===== src/hw/rtl/stpaxis_pkg.sv =====
// ----------------------------------------------------------------------------
// stpaxis_pkg
// Types and constants shared by the stepper axis move and home core.
// ----------------------------------------------------------------------------
package stpaxis_pkg;

    // operation codes of a request
    localparam logic [2:0] OP_TICK    = 3'd0;
    localparam logic [2:0] OP_MOVE    = 3'd1;
    localparam logic [2:0] OP_HOME    = 3'd2;
    localparam logic [2:0] OP_STOP    = 3'd3;
    localparam logic [2:0] OP_SET_POS = 3'd4;

    // configuration register indexes
    localparam logic [2:0] CFG_HAS_ENDSTOP   = 3'd0;
    localparam logic [2:0] CFG_MAX_POSITION  = 3'd1;
    localparam logic [2:0] CFG_HOME_OFFSET   = 3'd2;
    localparam logic [2:0] CFG_SETTLE_TICKS  = 3'd3;
    localparam logic [2:0] CFG_BACKOFF_STEPS = 3'd4;

    // configuration reset values
    localparam logic               RST_HAS_ENDSTOP   = 1'b1;
    localparam logic signed [31:0] RST_MAX_POSITION  = 32'sd40000;
    localparam logic signed [15:0] RST_HOME_OFFSET   = 16'sd0;
    localparam logic [7:0]         RST_SETTLE_TICKS  = 8'd10;
    localparam logic [14:0]        RST_BACKOFF_STEPS = 15'd30;

    localparam logic signed [31:0] POS_MAX = 32'sh7FFF_FFFF;
    localparam logic signed [31:0] POS_MIN = 32'sh8000_0000;

    typedef enum logic [3:0] {
        MODE_IDLE    = 4'b0001,
        MODE_MOVING  = 4'b0010,
        MODE_SEEK    = 4'b0100,
        MODE_AT_HOME = 4'b1000
    } mode_t;

    typedef struct packed {
        logic [2:0]         operation;
        logic               endstop_hit;
        logic signed [15:0] move_steps;
        logic [15:0]        move_period;
        logic signed [31:0] new_position;
    } in_t;

    typedef struct packed {
        logic               step_pulse;
        logic               step_toward_home;
        logic               busy_res;
        logic               fault;
        logic signed [31:0] position;
    } out_t;

endpackage


===== src/hw/rtl/stepper_axis_move_and_home_core.sv =====
// ----------------------------------------------------------------------------
// stepper_axis_move_and_home_core
// One stepper axis: tick, move, home, stop and set position requests.
// ----------------------------------------------------------------------------
// Every request gives exactly one result. A request is held in an input
// register while the axis logic (a 32 bit compare and a 32 bit increment or
// decrement) updates the state and loads the result register; one request
// is taken every cycle when the result side keeps up. Configuration writes
// take effect at once and must only be issued while the axis is idle with no
// request in flight.
module stepper_axis_move_and_home_core (
    input  logic                aclk,
    input  logic                aresetn,
    input  logic                s_valid,
    output logic                s_ready,
    input  stpaxis_pkg::in_t    s_data,
    output logic                m_valid,
    input  logic                m_ready,
    output stpaxis_pkg::out_t   m_data,
    input  logic                cfg_valid,
    output logic                cfg_ready,
    input  logic [2:0]          cfg_index,
    input  logic [31:0]         cfg_data
);
    import stpaxis_pkg::*;

    // configuration
    logic               has_endstop_reg;
    logic signed [31:0] max_position_reg;
    logic signed [15:0] home_offset_reg;
    logic [7:0]         settle_ticks_reg;
    logic [14:0]        backoff_steps_reg;

    // handshake
    logic in_valid_reg;
    in_t  in_reg;
    logic m_valid_reg;
    out_t out_reg;
    logic advance;

    // axis state
    mode_t              mode_reg, mode_next;
    logic signed [15:0] steps_left_reg, steps_left_next;
    logic [15:0]        step_period_reg, step_period_next;
    logic [15:0]        tick_count_reg, tick_count_next;
    logic [7:0]         settle_count_reg, settle_count_next;
    logic               homing_backoff_reg, homing_backoff_next;
    logic               fault_reg, fault_next;
    logic signed [31:0] position_reg, position_next;
    logic               pulse, toward_home;

    assign cfg_ready = 1'b1;
    assign advance   = in_valid_reg && (!m_valid_reg || m_ready);
    assign s_ready   = !in_valid_reg || advance;
    assign m_valid   = m_valid_reg;
    assign m_data    = out_reg;

    always_ff @(posedge aclk) begin
        if (!aresetn) begin
            has_endstop_reg   <= RST_HAS_ENDSTOP;
            max_position_reg  <= RST_MAX_POSITION;
            home_offset_reg   <= RST_HOME_OFFSET;
            settle_ticks_reg  <= RST_SETTLE_TICKS;
            backoff_steps_reg <= RST_BACKOFF_STEPS;
        end else if (cfg_valid) begin
            case (cfg_index)
                CFG_HAS_ENDSTOP:   has_endstop_reg   <= cfg_data[0];
                CFG_MAX_POSITION:  max_position_reg  <= cfg_data;
                CFG_HOME_OFFSET:   home_offset_reg   <= cfg_data[15:0];
                CFG_SETTLE_TICKS:  settle_ticks_reg  <= cfg_data[7:0];
                CFG_BACKOFF_STEPS: backoff_steps_reg <= cfg_data[14:0];
                default: ;
            endcase
        end
    end

    // axis logic: first the operation of the request, then on a task run the mode
    // transition and the step decision on the resulting mode
    always_comb begin
        logic neg;
        logic run;
        neg                 = 1'b0;
        run                 = 1'b0;
        mode_next           = mode_reg;
        steps_left_next     = steps_left_reg;
        step_period_next    = step_period_reg;
        tick_count_next     = tick_count_reg;
        settle_count_next   = settle_count_reg;
        homing_backoff_next = homing_backoff_reg;
        fault_next          = fault_reg;
        position_next       = position_reg;
        pulse               = 1'b0;
        toward_home         = 1'b0;

        case (in_reg.operation)
            OP_TICK: begin
                if (tick_count_reg >= step_period_reg) begin
                    run             = 1'b1;
                    tick_count_next = 16'd1;
                end else if (tick_count_reg != 16'hFFFF) begin
                    tick_count_next = tick_count_reg + 16'd1;
                end
            end
            OP_MOVE: begin
                mode_next           = MODE_MOVING;
                steps_left_next     = in_reg.move_steps;
                step_period_next    = in_reg.move_period;
                tick_count_next     = in_reg.move_period;
                homing_backoff_next = 1'b0;
            end
            OP_HOME: begin
                if (has_endstop_reg) begin
                    mode_next           = MODE_SEEK;
                    homing_backoff_next = 1'b0;
                end
            end
            OP_STOP: begin
                steps_left_next     = 16'sd0;
                mode_next           = MODE_IDLE;
                homing_backoff_next = 1'b0;
            end
            OP_SET_POS: begin
                position_next = in_reg.new_position;
            end
            default: ;
        endcase

        if (run) begin
            case (mode_reg)
                MODE_MOVING: begin
                    if (steps_left_reg == 16'sd0) begin
                        mode_next = MODE_IDLE;
                        if (homing_backoff_reg) begin
                            position_next = 32'sd0 -
                                {{16{home_offset_reg[15]}}, home_offset_reg};
                            homing_backoff_next = 1'b0;
                        end
                    end
                end
                MODE_SEEK: begin
                    step_period_next = 16'd1;
                    if (in_reg.endstop_hit) begin
                        settle_count_next = settle_ticks_reg;
                        mode_next         = MODE_AT_HOME;
                    end
                end
                MODE_AT_HOME: begin
                    if (settle_count_reg != 8'd0) begin
                        settle_count_next = settle_count_reg - 8'd1;
                    end else if (!in_reg.endstop_hit) begin
                        mode_next           = MODE_MOVING;
                        steps_left_next     = {1'b0, backoff_steps_reg};
                        step_period_next    = 16'd1;
                        homing_backoff_next = 1'b1;
                    end
                end
                default: ;
            endcase

            case (mode_next)
                MODE_MOVING: begin
                    if (steps_left_next != 16'sd0) begin
                        neg = steps_left_next[15];
                        if (has_endstop_reg && ((neg && in_reg.endstop_hit) ||
                                (!neg && position_next > max_position_reg))) begin
                            // limit fault abandons the move and any homing
                            fault_next          = 1'b1;
                            mode_next           = MODE_IDLE;
                            steps_left_next     = 16'sd0;
                            homing_backoff_next = 1'b0;
                        end else begin
                            pulse       = 1'b1;
                            toward_home = neg;
                            if (neg) begin
                                if (position_next != POS_MIN) begin
                                    position_next = position_next - 32'sd1;
                                end
                                steps_left_next = steps_left_next + 16'sd1;
                            end else begin
                                if (position_next != POS_MAX) begin
                                    position_next = position_next + 32'sd1;
                                end
                                steps_left_next = steps_left_next - 16'sd1;
                            end
                        end
                    end
                end
                MODE_SEEK: begin
                    pulse       = 1'b1;
                    toward_home = 1'b1;
                end
                MODE_AT_HOME: begin
                    // step off the switch once settled, position unchanged
                    if (settle_count_next == 8'd0) begin
                        pulse = 1'b1;
                    end
                end
                default: ;
            endcase
        end
    end

    always_ff @(posedge aclk) begin
        if (!aresetn) begin
            in_valid_reg       <= 1'b0;
            m_valid_reg        <= 1'b0;
            mode_reg           <= MODE_IDLE;
            steps_left_reg     <= 16'sd0;
            step_period_reg    <= 16'd1;
            tick_count_reg     <= 16'd0;
            settle_count_reg   <= 8'd0;
            homing_backoff_reg <= 1'b0;
            fault_reg          <= 1'b0;
            position_reg       <= 32'sd0;
        end else begin
            if (s_ready) begin
                in_valid_reg <= s_valid;
            end
            if (advance) begin
                m_valid_reg        <= 1'b1;
                mode_reg           <= mode_next;
                steps_left_reg     <= steps_left_next;
                step_period_reg    <= step_period_next;
                tick_count_reg     <= tick_count_next;
                settle_count_reg   <= settle_count_next;
                homing_backoff_reg <= homing_backoff_next;
                fault_reg          <= fault_next;
                position_reg       <= position_next;
            end else if (m_ready) begin
                m_valid_reg <= 1'b0;
            end
        end
    end

    // payload registers
    always_ff @(posedge aclk) begin
        if (s_ready) begin
            in_reg <= s_data;
        end
        if (advance) begin
            out_reg.step_pulse       <= pulse;
            out_reg.step_toward_home <= toward_home;
            out_reg.busy_res         <= (mode_next != MODE_IDLE);
            out_reg.fault            <= fault_next;
            out_reg.position         <= position_next;
        end
    end

    // fault is sticky until reset
    a_fault_sticky: assert property (@(posedge aclk) disable iff (!aresetn)
        fault_reg |=> fault_reg)
        else $error("fault flag cleared without reset");

    // no direction without a step
    a_dir_needs_step: assert property (@(posedge aclk) disable iff (!aresetn)
        (m_valid && !m_data.step_pulse) |-> !m_data.step_toward_home)
        else $error("step direction set without a step");

    // input side only stalls behind a held request and a stalled result
    a_stall_cause: assert property (@(posedge aclk) disable iff (!aresetn)
        !s_ready |-> (in_valid_reg && m_valid && !m_ready))
        else $error("input stalled without a blocked result");

    // a request that advances always produces a result next cycle
    a_result_follows: assert property (@(posedge aclk) disable iff (!aresetn)
        advance |=> m_valid)
        else $error("advanced request gave no result");

endmodule


===== config.mk =====
export PLATFORM = sky130hd
export DESIGN_NAME = stepper_axis_move_and_home_core
export DESIGN_NICKNAME = d
export VERILOG_FILES = /design/src/hw/rtl/stpaxis_pkg.sv /design/src/hw/rtl/stepper_axis_move_and_home_core.sv
export SDC_FILE = /design/constraint.sdc
export NUM_CORES = 1
export LEC_CHECK = 0
export ABC_AREA = 1
export ABC_CLOCK_PERIOD_IN_PS = 4950
export BUFFER_PORTS_ARGS = -buffer_cell sky130_fd_sc_hd__buf_2
export CORE_MARGIN = 2
export CORE_UTILIZATION = 28
export DETAILED_ROUTE_END_ITERATION = 10
export PLACE_DENSITY_LB_ADDON = 0.15
export RECOVER_POWER = 50
export SYNTH_ARGS = -nofsm -noshare
export SYNTH_HDL_FRONTEND = slang
export SYNTH_SLANG_ARGS = --single-unit

===== constraint.sdc =====
create_clock -name aclk -period 4.95 [get_ports aclk]
set_input_delay 1.2375 -clock aclk [delete_from_list [all_inputs] [get_ports aclk]]
set_output_delay 1.2375 -clock aclk [all_outputs]
set_load 0.1 [all_outputs]

==> results.toml <==
[timing]
setup-tns-final_ps = 0
fmax_ghz = 0.220
slew_violations = 197
finalCriticalPeriod_ps = 4550
setup-violations-final = 0
relSlewSlack = -0.596
fin_ws_ps = 400
fin_skew_ps = 28.5
worstMarginPinSlew_ps = 2390
rsz0062_at_grt = "false"
fin_crit_sh = 0.919
hold_viol = 0

[floorplanning]
core_um2 = 58800
start_util = 0.282
rows = 89
ios = 147
dieArea_um2 = 61300
die_height_um = 247
die_width_um = 247

[yosys]
yosysWarnings = 0
yosysUniqueCellTypes = 54
synth-seq-cells = 272
synth_nets = 2490
avgSynthCellArea_um2 = 7.18
netlist_area_um2 = 16600
synth_ff_type = "dfxtp_1"
synth_area_leaders = "dfxtp_1 20%, edfxtp_1 19%, nand2_1 12%"
synth.most_common_cell = "nand2_1"
yosys.area.top_type = "dfxtp_1"
synth_cells = 2311
synth_top_area_frac = 0.203
synthArstFlopShare = 0
synth_edf_count = 104
yosysSeqAreaShare = 0.391
synthTopCellsByCount = "519 x nand2_1, 288 x inv_1, 208 x nor2_1"

[detailed_routing]
antenna_left = 0
first_pass_iters = 8
drtIter0Drc = 1038
vias_per_cell = 4.86
num_vias = 15709
routed_wl_um = 59700
avgRoutedWirePerCell_um = 18.5
drc = 0

[cts]
htreeDepth = 2
cts.sinks = 272
cts.path.max_buffers = 3
cts_root_buffer = "clkbuf_16"
cts_tree = "built"
numCtsBuffers = 36
clkSlewWorstSetupHoldPaths_ps = 50
clock_latency_ps = 570

[placement]
pre_cts_ws_ps = 439
port_buffers = 145
routabilityCongestion = 0.923
hpwl_um = 44900

[setup_path]
required_ps = 3710
end_kind = "output pin"
startpoint_type = "input pin"
cp_data_arrival_time_ps = 3310
cp_max_fo = 31
path_class = "input pin to output pin"

[global_routing]
grt_pass1_wl_um = 90800
grt_overflow = 0
grt_max_degree = 85
grt_pass1_vias = 15392
groute.usage.overall = 0.194
antenna_found_initial = 2

[pwr]
power.density_nw_per_um2 = 333
p_leak_nw = 8.79
peakVddDrop_v = 0.000278

[min_path]
hold_class = "flip-flop to flip-flop"

[job]
drv_cap = 4

[layout]
area_delta_synth_final_pct = 15.6
drive_gt1_frac = 0.123
fin_nets = 2607
largest_register_ffs = 68

[run_status]
status = "finished with violations"
violations = "max-capacitance violations, max-slew violations"
power by group:
group / leakage [nW] / switching (mW) / total, mW / internal [mW]
Clock: 0.575 / 1.08 / 2.59 / 1.51
Combinational: 5.78 / 0.930 / 1.30 / 0.372
Sequential: 2.43 / 0.0609 / 2.51 / 2.44
Total: 8.79 / 2.07 / 6.39 / 4.33
routing by layer:
layer,global-route usage,routed length [µm],up-vias
met2,0.346,29700,353
met1,0.236,25600,7316
met4,0.0787,2350,0
met5,0,0,-
met3,0.0215,2020,119
li1,-,-,7921
cell families (layout without fill, tap and decap cells):
group | count (synthesis) | in the layout | share of synthesized area
muxes | 2 | 2 | 0.00128
AOI/OAI and AO/OA | 502 | 502 | 0.164
buffers and inverters | 397 | 541 | 0.0967
and+or+nand+nor | 1042 | 1042 | 0.280
other | 1 | 3 | 0.000226
DFF | 272 | 272 | 0.391
xor gates and xnor gates | 24 | 24 | 0.0127
adders and majority gates | 71 | 71 | 0.0540
placed cells by master (no fill, tap or decap), types with 5 or more instances in the layout:
master     count
nand2_1      518
inv_1        287
nor2_1       208
o21ai_0      195
a21oi_1      190
nand3_1      177
dfxtp_1      168
buf_2        132
edfxtp_1     104
ha_1          70
nand4_1       37
clkbuf_16     36
o21ai_1       27
buf_4         26
nor3_1        23
clkbuf_1      23
nand2_2       18
xor2_1        18
a22oi_1       15
o22ai_1       13
a31oi_1       13
nor2_2        12
inv_2         11
nand3b_1      11
nor2_4        10
clkinv_2       9
o21a_1         8
o211ai_1       8
nand3_2        7
or2_2          7
o21ai_2        6
xnor2_1        6
o21bai_1       5
a221oi_1       5
repair_timing:
item | in CTS | in global routing
hold buffers | 0 | 0
setup buffers | 0 | 0
endpoints found under the setup margin | 0 | 5
gates resized for setup | 0 | 1
through the flow:
step / utilization / area (µm²) / total power [mW] / instances / hold slack, ps
after CTS: 0.327 / 19200 / 6.49 / 3228 / 464
after floorplan: - / 16600 / 3.45 / 2311 / 425
after global routing: 0.327 / 19200 / 6.72 / 3230 / 485
final: 0.327 / 19200 / 6.39 / 3230 / 462
after detailed placement: 0.307 / 18100 / 3.86 / 3163 / 454
after global placement: 0.307 / 18100 / 3.86 / 3163 / 447
critical path, stage by stage:
cell and delay (ps):
buf_2 90, inv_1 60, nand3_1 1180, buf_2 730
worst paths after layout:
| kind | from | end | slack, ps | cells past startpoint |
|---|---|---|---|---|
| worst min-delay path | step_period_reg[11]$_SDFFE_PN0P_ | step_period_reg[11]$_SDFFE_PN0P_ | 460 | 2 |
| worst max register to register | in_reg[66]$_DFFE_PP_ | m_data[31]$_DFFE_PP_ | 520 | 23 |
| worst max-delay path | m_ready | s_ready | 400 | 4 |
| worst min register to register | step_period_reg[11]$_SDFFE_PN0P_ | step_period_reg[11]$_SDFFE_PN0P_ | 460 | 2 |
layout make-up:
type	count	area (µm²)
Inverter	300	1130
Multi-Input combinational cell	1642	8510
Timing Repair Buffer	176	937
Fill cell	6370	39600
Clock buffer	48	976
Antenna cell	2	5.00
Tap cell	773	967
Clock inverter	17	188
Sequential cell	272	6490
(Power assumes the default switching activity.)
